$ cat config.mk
export PLATFORM = sky130hd
export DESIGN_NAME = usb_uart_bridge_buffer_flush
export DESIGN_NICKNAME = d
export VERILOG_FILES = /design/src/sv/ubbf_pkg.sv /design/src/sv/usb_uart_bridge_buffer_flush.sv /design/src/sv/ubbf_ram.sv /design/src/sv/ubbf_ctrl.sv /design/src/sv/ubbf_dp.sv
export SDC_FILE = /design/constraint.sdc
export NUM_CORES = 2
export LEC_CHECK = 0
export BUFFER_PORTS_ARGS = -buffer_cell sky130_fd_sc_hd__buf_4
export CAP_MARGIN = 15
export CORE_MARGIN = 2
export CORE_UTILIZATION = 61
export CTS_CLUSTER_DIAMETER = 40
export DETAILED_ROUTE_END_ITERATION = 12
export GPL_ROUTABILITY_DRIVEN = 0
export PLACE_DENSITY = 0.8
export SYNTH_ARGS = -nofsm -noshare
export SYNTH_HDL_FRONTEND = slang
export SYNTH_SLANG_ARGS = --single-unit
export TNS_END_PERCENT = 20
$ cat constraint.sdc
create_clock -name aclk -period 6.9 [get_ports aclk]
set_clock_uncertainty 0.1 [all_clocks]
set_input_delay 0.69 -clock aclk [delete_from_list [all_inputs] [get_ports aclk]]
set_output_delay 0.69 -clock aclk [all_outputs]
set_load 0.03 [all_outputs]
$ cat src/sv/ubbf_pkg.sv
// Shared constants, codes and controller/datapath interface types for the bridge buffer.
package ubbf_pkg;

    localparam int HOST_DEPTH = 128;
    localparam int HOST_AW = $clog2(HOST_DEPTH);
    localparam int UART_DEPTH = 256;
    localparam int UART_AW = $clog2(UART_DEPTH);
    localparam int IN_PKT_MAX = 64;
    localparam int PKT_CW = $clog2(IN_PKT_MAX + 1);
    localparam int REM_W = (IN_PKT_MAX > 1) ? $clog2(IN_PKT_MAX) : 1;
    localparam int APB_AW = 4;
    localparam int APB_DW = 32;

    localparam logic [HOST_AW-1:0] HOST_FREE_MAX = HOST_AW'(HOST_DEPTH - 1);

    localparam logic [15:0] FLUSH_TICKS_RST = 16'd8000;
    localparam logic [15:0] LED_STEP_RST = 16'd65535;
    localparam logic [7:0] LED_PULSE_RST = 8'd3;

    typedef enum logic [2:0] {
        CMD_HOST = 3'd0,
        CMD_URX  = 3'd1,
        CMD_UTX  = 3'd2,
        CMD_TICK = 3'd3,
        CMD_POLL = 3'd4
    } cmd_code_t;

    typedef enum logic [1:0] {
        KIND_STATUS = 2'd0,
        KIND_UART   = 2'd1,
        KIND_IN     = 2'd2
    } kind_t;

    typedef enum logic [1:0] {
        REG_FLUSH_TICKS = 2'd0,
        REG_LED_STEP    = 2'd1,
        REG_LED_PULSE   = 2'd2
    } reg_idx_t;

    typedef struct packed {
        logic exec;
        logic load_host;
        logic load_uart;
        logic stream_rd;
    } ctl_cmd_t;

    typedef struct packed {
        logic pop;
        logic send;
        logic more;
    } ctl_sts_t;

endpackage

$ cat src/sv/usb_uart_bridge_buffer_flush.sv
// Top level of the USB/UART bridge buffer with timed IN flush.
//
//   Channel   Ports                          Role
//   s_        s_valid/s_ready + item fields  commands and bytes in
//   m_        m_valid/m_ready + result       result beats out
//   APB       psel..prdata, pready           register writes and reads
//
// A status-only item is executed in the idle state and its beat is presented in the hold state.
// A UART pop passes through a host-load state because of the registered host ring read.
// An IN packet passes through a uart-load state before each byte's beat, set by the registered uart ring read per byte.
// Output stalls hold the current beat; no new item is accepted until the last beat goes.
// Synchronous active-low reset clears pointers, timers and LED counters; no ring clearing pass.
module usb_uart_bridge_buffer_flush (
    input  logic                          aclk,
    input  logic                          aresetn,
    input  logic                          s_valid,
    output logic                          s_ready,
    input  logic [2:0]                    s_cmd,
    input  logic [7:0]                    s_data,
    input  logic [6:0]                    s_packet_len,
    input  logic                          s_first_of_packet,
    input  logic                          s_in_ready,
    output logic                          m_valid,
    input  logic                          m_ready,
    output logic [1:0]                    m_kind,
    output logic [7:0]                    m_out_byte,
    output logic                          m_last,
    output logic                          m_accepted,
    output logic                          m_rx_led,
    output logic                          m_tx_led,
    output logic [7:0]                    m_uart_ring_count,
    output logic [6:0]                    m_host_ring_free,
    input  logic                          psel,
    input  logic                          penable,
    input  logic                          pwrite,
    input  logic [ubbf_pkg::APB_AW-1:0]   paddr,
    input  logic [ubbf_pkg::APB_DW-1:0]   pwdata,
    output logic [ubbf_pkg::APB_DW-1:0]   prdata,
    output logic                          pready
);
    import ubbf_pkg::*;

    ctl_cmd_t cmd;
    ctl_sts_t sts;

    assign pready = 1'b1;

    ubbf_ctrl u_ctrl (
        .aclk    (aclk),
        .aresetn (aresetn),
        .s_valid (s_valid),
        .s_ready (s_ready),
        .m_valid (m_valid),
        .m_ready (m_ready),
        .cmd     (cmd),
        .sts     (sts)
    );

    ubbf_dp u_dp (
        .aclk              (aclk),
        .aresetn           (aresetn),
        .s_cmd             (s_cmd),
        .s_data            (s_data),
        .s_packet_len      (s_packet_len),
        .s_first_of_packet (s_first_of_packet),
        .s_in_ready        (s_in_ready),
        .cmd               (cmd),
        .sts               (sts),
        .m_kind            (m_kind),
        .m_out_byte        (m_out_byte),
        .m_last            (m_last),
        .m_accepted        (m_accepted),
        .m_rx_led          (m_rx_led),
        .m_tx_led          (m_tx_led),
        .m_uart_ring_count (m_uart_ring_count),
        .m_host_ring_free  (m_host_ring_free),
        .psel              (psel),
        .penable           (penable),
        .pwrite            (pwrite),
        .paddr             (paddr),
        .pwdata            (pwdata),
        .prdata            (prdata)
    );

endmodule

$ cat src/sv/ubbf_ram.sv
// Generic single-write, single-read RAM with a registered read port.
module ubbf_ram #(
    parameter int WIDTH = 8,
    parameter int DEPTH = 128
) (
    input  logic                     aclk,
    input  logic                     we,
    input  logic [$clog2(DEPTH)-1:0] waddr,
    input  logic [WIDTH-1:0]         wdata,
    input  logic                     re,
    input  logic [$clog2(DEPTH)-1:0] raddr,
    output logic [WIDTH-1:0]         rdata
);

    logic [WIDTH-1:0] mem_reg [DEPTH];
    logic [WIDTH-1:0] rdata_reg;

    always_ff @(posedge aclk) begin
        if (we) begin
            mem_reg[waddr] <= wdata;
        end
        if (re) begin
            rdata_reg <= mem_reg[raddr];
        end
    end

    assign rdata = rdata_reg;

endmodule

$ cat src/sv/ubbf_ctrl.sv
// Controller state machine sequencing item execution and result beats.
module ubbf_ctrl (
    input  logic                aclk,
    input  logic                aresetn,
    input  logic                s_valid,
    output logic                s_ready,
    output logic                m_valid,
    input  logic                m_ready,
    output ubbf_pkg::ctl_cmd_t  cmd,
    input  ubbf_pkg::ctl_sts_t  sts
);
    import ubbf_pkg::*;

    typedef enum logic [3:0] {
        S_IDLE    = 4'b0001,
        S_HOST_LD = 4'b0010,
        S_UART_LD = 4'b0100,
        S_HOLD    = 4'b1000
    } state_t;

    state_t state_reg;
    state_t state_next;

    always_comb begin
        state_next = state_reg;
        cmd = '0;
        case (state_reg)
            S_IDLE: begin
                if (s_valid) begin
                    cmd.exec = 1'b1;
                    if (sts.pop) begin
                        state_next = S_HOST_LD;
                    end else if (sts.send) begin
                        state_next = S_UART_LD;
                    end else begin
                        state_next = S_HOLD;
                    end
                end
            end
            S_HOST_LD: begin
                cmd.load_host = 1'b1;
                state_next = S_HOLD;
            end
            S_UART_LD: begin
                cmd.load_uart = 1'b1;
                state_next = S_HOLD;
            end
            S_HOLD: begin
                if (m_ready) begin
                    if (sts.more) begin
                        cmd.stream_rd = 1'b1;
                        state_next = S_UART_LD;
                    end else begin
                        state_next = S_IDLE;
                    end
                end
            end
            default: begin
                state_next = S_IDLE;
            end
        endcase
    end

    always_ff @(posedge aclk) begin
        if (!aresetn) begin
            state_reg <= S_IDLE;
        end else begin
            state_reg <= state_next;
        end
    end

    assign s_ready = (state_reg == S_IDLE);
    assign m_valid = (state_reg == S_HOLD);

`ifndef NO_ASSERTIONS
    a_busy_after_accept: assert property (@(posedge aclk) disable iff (!aresetn)
        s_valid && s_ready |=> !s_ready)
        else $error("input accepted again before results were delivered");

    a_idle_after_last: assert property (@(posedge aclk) disable iff (!aresetn)
        m_valid && m_ready && !sts.more |=> s_ready)
        else $error("controller did not return to idle after the final beat");
`endif

endmodule

$ cat src/sv/ubbf_dp.sv
// Datapath with both rings, pointers, timers, LED counters, registers and result register.
module ubbf_dp (
    input  logic                          aclk,
    input  logic                          aresetn,
    input  logic [2:0]                    s_cmd,
    input  logic [7:0]                    s_data,
    input  logic [6:0]                    s_packet_len,
    input  logic                          s_first_of_packet,
    input  logic                          s_in_ready,
    input  ubbf_pkg::ctl_cmd_t            cmd,
    output ubbf_pkg::ctl_sts_t            sts,
    output logic [1:0]                    m_kind,
    output logic [7:0]                    m_out_byte,
    output logic                          m_last,
    output logic                          m_accepted,
    output logic                          m_rx_led,
    output logic                          m_tx_led,
    output logic [7:0]                    m_uart_ring_count,
    output logic [6:0]                    m_host_ring_free,
    input  logic                          psel,
    input  logic                          penable,
    input  logic                          pwrite,
    input  logic [ubbf_pkg::APB_AW-1:0]   paddr,
    input  logic [ubbf_pkg::APB_DW-1:0]   pwdata,
    output logic [ubbf_pkg::APB_DW-1:0]   prdata
);
    import ubbf_pkg::*;

    logic [15:0] flush_ticks_reg, flush_ticks_next;
    logic [15:0] led_step_reg, led_step_next;
    logic [7:0] led_pulse_reg, led_pulse_next;
    logic [HOST_AW-1:0] host_wr_reg, host_wr_next;
    logic [HOST_AW-1:0] host_rd_reg, host_rd_next;
    logic taking_reg, taking_next;
    logic [UART_AW-1:0] uart_wr_reg, uart_wr_next;
    logic [UART_AW-1:0] uart_rd_reg, uart_rd_next;
    logic [UART_AW-1:0] seen_reg, seen_next;
    logic pending_reg, pending_next;
    logic [15:0] flush_timer_reg, flush_timer_next;
    logic [15:0] prescale_reg, prescale_next;
    logic [7:0] tx_left_reg, tx_left_next;
    logic [7:0] rx_left_reg, rx_left_next;
    logic [UART_AW-1:0] send_ptr_reg, send_ptr_next;
    logic [REM_W-1:0] rem_reg, rem_next;
    kind_t kind_reg, kind_next;
    logic [7:0] byte_reg, byte_next;
    logic last_reg, last_next;
    logic acc_reg, acc_next;

    logic [HOST_AW-1:0] host_count;
    logic [HOST_AW-1:0] host_free;
    logic [UART_AW-1:0] uart_count;
    logic plen_ok;
    logic host_take;
    logic send_due;
    logic [PKT_CW-1:0] tx_len;
    logic [15:0] ft_inc;
    logic [15:0] ps_inc;
    logic cfg_wr;
    logic [1:0] cfg_idx;
    logic host_we, host_re, uart_we, uart_re;
    logic [UART_AW-1:0] uart_raddr;
    logic [7:0] host_rdata, uart_rdata;

    assign host_count = host_wr_reg - host_rd_reg;
    assign host_free = HOST_FREE_MAX - host_count;
    assign uart_count = uart_wr_reg - uart_rd_reg;
    assign plen_ok = (s_packet_len != 7'd0) && (HOST_AW'(s_packet_len) <= host_free);
    assign host_take = s_first_of_packet ? plen_ok : (taking_reg && host_free != '0);
    assign send_due = ((uart_count >= UART_AW'(IN_PKT_MAX)) ||
                       (pending_reg && uart_count != '0)) && s_in_ready;
    assign tx_len = (uart_count >= UART_AW'(IN_PKT_MAX)) ? PKT_CW'(IN_PKT_MAX)
                                                         : PKT_CW'(uart_count);
    assign ft_inc = flush_timer_reg + 16'd1;
    assign ps_inc = prescale_reg + 16'd1;

    assign sts.pop = (s_cmd == CMD_UTX) && (host_count != '0);
    assign sts.send = (s_cmd == CMD_POLL) && send_due;
    assign sts.more = (rem_reg != '0);

    assign cfg_wr = psel && penable && pwrite;
    assign cfg_idx = paddr[3:2];

    assign host_we = cmd.exec && (s_cmd == CMD_HOST) && host_take;
    assign host_re = cmd.exec && sts.pop;
    assign uart_we = cmd.exec && (s_cmd == CMD_URX);
    assign uart_re = (cmd.exec && sts.send) || cmd.stream_rd;
    assign uart_raddr = cmd.exec ? uart_rd_reg : send_ptr_reg;

    ubbf_ram #(.WIDTH(8), .DEPTH(HOST_DEPTH)) u_host_ram (
        .aclk  (aclk),
        .we    (host_we),
        .waddr (host_wr_reg),
        .wdata (s_data),
        .re    (host_re),
        .raddr (host_rd_reg),
        .rdata (host_rdata)
    );

    ubbf_ram #(.WIDTH(8), .DEPTH(UART_DEPTH)) u_uart_ram (
        .aclk  (aclk),
        .we    (uart_we),
        .waddr (uart_wr_reg),
        .wdata (s_data),
        .re    (uart_re),
        .raddr (uart_raddr),
        .rdata (uart_rdata)
    );

    always_comb begin
        flush_ticks_next = flush_ticks_reg;
        led_step_next = led_step_reg;
        led_pulse_next = led_pulse_reg;
        host_wr_next = host_wr_reg;
        host_rd_next = host_rd_reg;
        taking_next = taking_reg;
        uart_wr_next = uart_wr_reg;
        uart_rd_next = uart_rd_reg;
        seen_next = seen_reg;
        pending_next = pending_reg;
        flush_timer_next = flush_timer_reg;
        prescale_next = prescale_reg;
        tx_left_next = tx_left_reg;
        rx_left_next = rx_left_reg;
        send_ptr_next = send_ptr_reg;
        rem_next = rem_reg;
        kind_next = kind_reg;
        byte_next = byte_reg;
        last_next = last_reg;
        acc_next = acc_reg;

        if (cfg_wr) begin
            case (cfg_idx)
                REG_FLUSH_TICKS: flush_ticks_next = pwdata[15:0];
                REG_LED_STEP:    led_step_next = pwdata[15:0];
                REG_LED_PULSE:   led_pulse_next = pwdata[7:0];
                default: ;
            endcase
        end

        if (cmd.exec) begin
            kind_next = KIND_STATUS;
            byte_next = 8'd0;
            last_next = 1'b1;
            acc_next = 1'b0;
            case (s_cmd)
                CMD_HOST: begin
                    taking_next = s_first_of_packet ? plen_ok
                                                    : (taking_reg && host_free != '0);
                    acc_next = host_take;
                    if (host_take) begin
                        host_wr_next = host_wr_reg + 1'b1;
                        rx_left_next = led_pulse_reg;
                    end
                end
                CMD_URX: begin
                    uart_wr_next = uart_wr_reg + 1'b1;
                end
                CMD_UTX: begin
                    if (host_count != '0) begin
                        host_rd_next = host_rd_reg + 1'b1;
                    end
                end
                CMD_TICK: begin
                    if (ft_inc >= flush_ticks_reg) begin
                        flush_timer_next = 16'd0;
                        pending_next = 1'b1;
                    end else begin
                        flush_timer_next = ft_inc;
                    end
                    if (ps_inc >= led_step_reg) begin
                        prescale_next = 16'd0;
                        if (tx_left_reg != 8'd0) begin
                            tx_left_next = tx_left_reg - 8'd1;
                        end
                        if (rx_left_reg != 8'd0) begin
                            rx_left_next = rx_left_reg - 8'd1;
                        end
                    end else begin
                        prescale_next = ps_inc;
                    end
                end
                CMD_POLL: begin
                    pending_next = 1'b0;
                    if (host_count != '0) begin
                        rx_left_next = led_pulse_reg;
                    end
                    if (send_due) begin
                        uart_rd_next = uart_rd_reg + UART_AW'(tx_len);
                        send_ptr_next = uart_rd_reg + 1'b1;
                        rem_next = REM_W'(tx_len - 1'b1);
                        seen_next = seen_reg - UART_AW'(tx_len);
                        flush_timer_next = 16'd0;
                        tx_left_next = led_pulse_reg;
                    end else if (seen_reg != uart_count) begin
                        seen_next = uart_count;
                        flush_timer_next = 16'd0;
                        tx_left_next = led_pulse_reg;
                    end
                end
                default: ;
            endcase
        end

        if (cmd.stream_rd) begin
            send_ptr_next = send_ptr_reg + 1'b1;
            rem_next = rem_reg - 1'b1;
        end

        if (cmd.load_host) begin
            kind_next = KIND_UART;
            byte_next = host_rdata;
            last_next = 1'b1;
            acc_next = 1'b0;
        end

        if (cmd.load_uart) begin
            kind_next = KIND_IN;
            byte_next = uart_rdata;
            last_next = (rem_reg == '0);
            acc_next = 1'b0;
        end
    end

    always_ff @(posedge aclk) begin
        if (!aresetn) begin
            flush_ticks_reg <= FLUSH_TICKS_RST;
            led_step_reg <= LED_STEP_RST;
            led_pulse_reg <= LED_PULSE_RST;
            host_wr_reg <= '0;
            host_rd_reg <= '0;
            taking_reg <= 1'b0;
            uart_wr_reg <= '0;
            uart_rd_reg <= '0;
            seen_reg <= '0;
            pending_reg <= 1'b0;
            flush_timer_reg <= 16'd0;
            prescale_reg <= 16'd0;
            tx_left_reg <= 8'd0;
            rx_left_reg <= 8'd0;
            rem_reg <= '0;
        end else begin
            flush_ticks_reg <= flush_ticks_next;
            led_step_reg <= led_step_next;
            led_pulse_reg <= led_pulse_next;
            host_wr_reg <= host_wr_next;
            host_rd_reg <= host_rd_next;
            taking_reg <= taking_next;
            uart_wr_reg <= uart_wr_next;
            uart_rd_reg <= uart_rd_next;
            seen_reg <= seen_next;
            pending_reg <= pending_next;
            flush_timer_reg <= flush_timer_next;
            prescale_reg <= prescale_next;
            tx_left_reg <= tx_left_next;
            rx_left_reg <= rx_left_next;
            rem_reg <= rem_next;
        end
    end

    always_ff @(posedge aclk) begin
        send_ptr_reg <= send_ptr_next;
        kind_reg <= kind_next;
        byte_reg <= byte_next;
        last_reg <= last_next;
        acc_reg <= acc_next;
    end

    always_comb begin
        case (cfg_idx)
            REG_FLUSH_TICKS: prdata = APB_DW'(flush_ticks_reg);
            REG_LED_STEP:    prdata = APB_DW'(led_step_reg);
            REG_LED_PULSE:   prdata = APB_DW'(led_pulse_reg);
            default:         prdata = '0;
        endcase
    end

    assign m_kind = kind_reg;
    assign m_out_byte = byte_reg;
    assign m_last = last_reg;
    assign m_accepted = acc_reg;
    assign m_rx_led = (rx_left_reg != 8'd0);
    assign m_tx_led = (tx_left_reg != 8'd0);
    assign m_uart_ring_count = uart_count;
    assign m_host_ring_free = host_free;

`ifndef NO_ASSERTIONS
    a_exec_stream_excl: assert property (@(posedge aclk) disable iff (!aresetn)
        !(cmd.exec && cmd.stream_rd))
        else $error("uart ring read address claimed by execute and stream at once");

    a_host_store_fills: assert property (@(posedge aclk) disable iff (!aresetn)
        cmd.exec && (s_cmd == CMD_HOST) && host_take |=> m_host_ring_free != HOST_FREE_MAX)
        else $error("stored host byte left the host ring reported empty");
`endif

endmodule
==> results.json <==
{
  "cts_buffers": 379,
  "synth_common_cells": "3105 x edfxtp_1, 946 x nand2_1, 692 x mux2i_1",
  "nets": 8394,
  "power.clock.fraction_pct": 47.0,
  "crit_slowest_cell": "nor2_1",
  "synth_ff_type": "edfxtp_1",
  "power_frac_comb_pct": 2.4,
  "worstPathRequired_ns": 7.38,
  "fillers": 12300,
  "synthAdderAreaFrac_pct": 0.823,
  "synth-xor-area-share_pct": 0.496,
  "cellLeakagePower_nw": 46.7,
  "r2r_cells": 21,
  "path_clk_slew_ns": 0.07,
  "rsz0062_at_grt": "no",
  "synth-edff-count": 3105,
  "post_cts_buffers": 0,
  "start_util_pct": 61.3,
  "hold_start": "aresetn",
  "avgViaCountPerCell": 6.75,
  "p_int_mw": 33.6,
  "synth.distinct_cells": 79,
  "grt_pass1_vias": 76000,
  "grt_max_degree": 196,
  "maxCapViolations": 0,
  "synth.yosys.seq_area_share_pct": 74.0,
  "p_switching_mw": 9.11,
  "hp-class": "primary input to flop",
  "synth_top_family_by_area": "multiplexers",
  "vdd.ir_drop.worst_uv": 364,
  "clkSinkCount": 3246,
  "wirelength_um": 343000,
  "slew_viol_final": 0,
  "worstReg2RegEnd": "u_dp.u_host_ram.mem_reg[68][1]$_DFFE_PP_",
  "firstDrtPassIters": 9,
  "fmax_ghz": 0.165,
  "synth_area_um2": 130000,
  "dieWidth_um": 465,
  "design.die.area_um2": 217000,
  "status": "finished clean",
  "root_buffer": "clkbuf_16",
  "portBuffers": 91,
  "synth.most_common_cell": "edfxtp_1",
  "p_total_mw": 42.7,
  "synth_top_area_cell": "edfxtp_1",
  "critPathCaptureType": "flop",
  "hold_slack_ns": 0.0481,
  "path_cells": "buf_4 > inv_1 > ha_1 > inv_1 > fa_1 > a21o_1 > a21oi_1 > nor2_1 > a311oi_1 > buf_4 > inv_1 > ha_1 > nand3_1 > nor2_1 > o211ai_1 > o21a_1 > a21oi_1 > buf_4 > nand2b_1 > or2_2 > nor2_1",
  "finalCriticalPeriod_ns": 6.08,
  "synth_top_cell_area_share_pct": 71.8,
  "ys_async_sr_fraction_pct": 0,
  "dpl-instance-area_um2": 134000,
  "pwr-share-seq_pct": 50.5,
  "ios": 127,
  "wire_per_inst_um": 30.2,
  "drc": 0,
  "die_h_um": 465,
  "crit_fanout": 28,
  "htreeDepth": 5,
  "avgSynthCellArea_um2": 16.1,
  "worstSkewPairLatency_ns": 0.99,
  "final_layout_size_suffix_gt1_share_pct": 14.8,
  "antenna_found_initial": 8,
  "synth-seq-cells": 3246,
  "setup_tns_ns": 0,
  "synth_compound_area_share_pct": 4.93,
  "grt-ovfl-total": 0,
  "crit_type": "flop to flop",
  "core-area_um2": 212000,
  "ff_latch_area_um2": 96100,
  "synthTopCellsByArea": "edfxtp_1 72%, mux4_2 5.8%, mux2i_1 5.3%",
  "worst_hold_path.num_cells": 2,
  "clockBufferDepth": 4,
  "yosys_warnings": 0,
  "drtIter0Drc": 11500,
  "vias": 76800,
  "final_area_um2": 147000,
  "hold_violations": 0,
  "grt_pass1_wl_um": 501000,
  "synth-simple-area-share_pct": 6.70,
  "synthToLayoutAreaGrowth_pct": 13.1,
  "cp_slowest_stage_delay_ns": 0.96,
  "grt_use_total_pct": 31.3,
  "start_kind": "flop",
  "cts_tree": "built",
  "largest_register_ffs": 2048,
  "synth_mux_area_share_pct": 11.2,
  "final.period_utilization_pct": 88.1,
  "dp_hpwl_um": 189000,
  "drtAntennaViolNets": 0,
  "worst_pin_slew_ns": 1.28,
  "slew_headroom_pct": 14.6,
  "setup_viol": 0,
  "netlist_instances": 8045,
  "rows": 169,
  "r2r_start": "u_dp.host_wr_reg[0]$_SDFFE_PN0P_",
  "netSwitchingFraction_pct": 21.3,
  "crit_arrival_ns": 6.56,
  "crit_start": "u_dp.host_wr_reg[0]$_SDFFE_PN0P_",
  "power_density_nw_per_um2": 291,
  "hold_path_end": "u_ctrl.state_reg[0]$_SDFFE_PN1P_",
  "multi_input_comb_area_um2": 31700,
  "regToRegSetupSlack_ns": 0.82
}
per-stage QoR:
| step | utilization (%) | std cells | setup slack [ns] |
|---|---|---|---|
| 3_3_place_gp | 63.3 | 10700 | 0.995 |
| 5_1_grt | 69.3 | 11400 | 0.595 |
| 2_1_floorplan | - | 8060 | 0.784 |
| 3_5_place_dp | 63.3 | 10700 | 0.972 |
| 6_report | 69.3 | 11400 | 0.824 |
| 4_1_cts | 69.3 | 11400 | 0.909 |
worst max path at each step:
| stage | end | slack, ns | cells after the start |
|---|---|---|---|
| 6_report | u_dp.u_host_ram.mem_reg[68][1]$_DFFE_PP_ | 0.82 | 21 |
| 5_1_grt | u_dp.u_host_ram.mem_reg[68][1]$_DFFE_PP_ | 0.60 | 21 |
| 4_1_cts | u_dp.u_uart_ram.rdata[3]$_DFFE_PP_ | 0.91 | 10 |
| 3_5_place_dp | u_dp.u_uart_ram.rdata[3]$_DFFE_PP_ | 0.97 | 10 |
| 3_3_place_gp | u_dp.u_uart_ram.rdata[5]$_DFFE_PP_ | 1.0 | 10 |
| 2_1_floorplan | u_dp.u_host_ram.mem_reg[39][0]$_DFFE_PP_ | 0.78 | 19 |
power groups by stage:
stage                     Clock [mW]  Sequential (mW)  Combinational [mW]
after floorplan                    0             22.0               0.409
after global placement             0             22.0               0.948
after detailed placement           0             22.0               0.988
after CTS                       20.1             21.6                1.01
after global routing            20.8             21.6                1.08
final                           20.1             21.6                1.04
placed cells by master, fill, tap and decap left out, types with 19 or more instances in the layout:
| master | count |
|---|---|
| o31ai_1 | 23 |
| ha_1 | 79 |
| nor2b_1 | 20 |
| clkinv_1 | 27 |
| nand3_1 | 84 |
| or4_1 | 105 |
| o211ai_1 | 40 |
| clkinvlp_4 | 27 |
| nand2_1 | 942 |
| dlygate4sd3_1 | 19 |
| mux2i_1 | 692 |
| o221ai_1 | 25 |
| nor2_1 | 504 |
| nor3_1 | 58 |
| nand2b_1 | 26 |
| o22ai_1 | 273 |
| mux4_2 | 336 |
| dfxtp_1 | 138 |
| a21o_1 | 52 |
| buf_12 | 25 |
| clkbuf_16 | 384 |
| xor2_1 | 36 |
| clkinv_4 | 41 |
| xnor2_1 | 35 |
| inv_1 | 88 |
| nor4_1 | 110 |
| o21ai_0 | 111 |
| a21oi_1 | 430 |
| buf_4 | 234 |
| inv_6 | 38 |
| edfxtp_1 | 3105 |
| clkbuf_1 | 48 |
| clkinv_2 | 50 |
| bufinv_16 | 37 |
repair_timing:
action	4_1_cts	5_1_grt
endpoints found under the setup margin	0	0
endpoints found under the hold margin	43	0
hold buffers	19	0
gates resized for setup	0	0
metal layers:
layer  vias to the layer above  part of all wire, %  global-route usage, %
li1                      31700                    -                      -
met1                     38300                   34                   39.7
met2                      5673                   49                   50.9
met3                      1146                   11                   6.71
met4                        10                  6.1                   17.2
met5                         -                0.020                      0
cells by family (layout without fill, tap and decap cells):
family,count (synthesis),after routing
flip-flops,3246,3246
AND/OR/NAND/NOR,1963,1963
AO/OA/AOI/OAI,1065,1065
multiplexers,1036,1036
buffers and inverters,578,1062
adder cells (fa/ha/maj),83,83
XOR/XNOR,72,72
other,2,24
worst max-delay path, delay by kind of cell (launching register included):
| family | cells | cell delay (ns) |
|---|---|---|
| simple gates | 6 | 1.95 |
| compound gates | 6 | 1.18 |
| buf+inv | 6 | 1.15 |
| fa+ha+maj | 3 | 0.95 |
| flops | 1 | 0.31 |
final cells by class:
type | count | area share [%]
inverters | 92 | 0.238
flip-flops and latches | 3246 | 65.4
clock inverters | 239 | 1.79
well taps | 2821 | 2.40
clock buffers | 438 | 6.72
multi-input cells | 4236 | 21.6
repair buffers | 293 | 1.79
diodes | 7 | 0.0119
(Power assumes the default switching activity.)
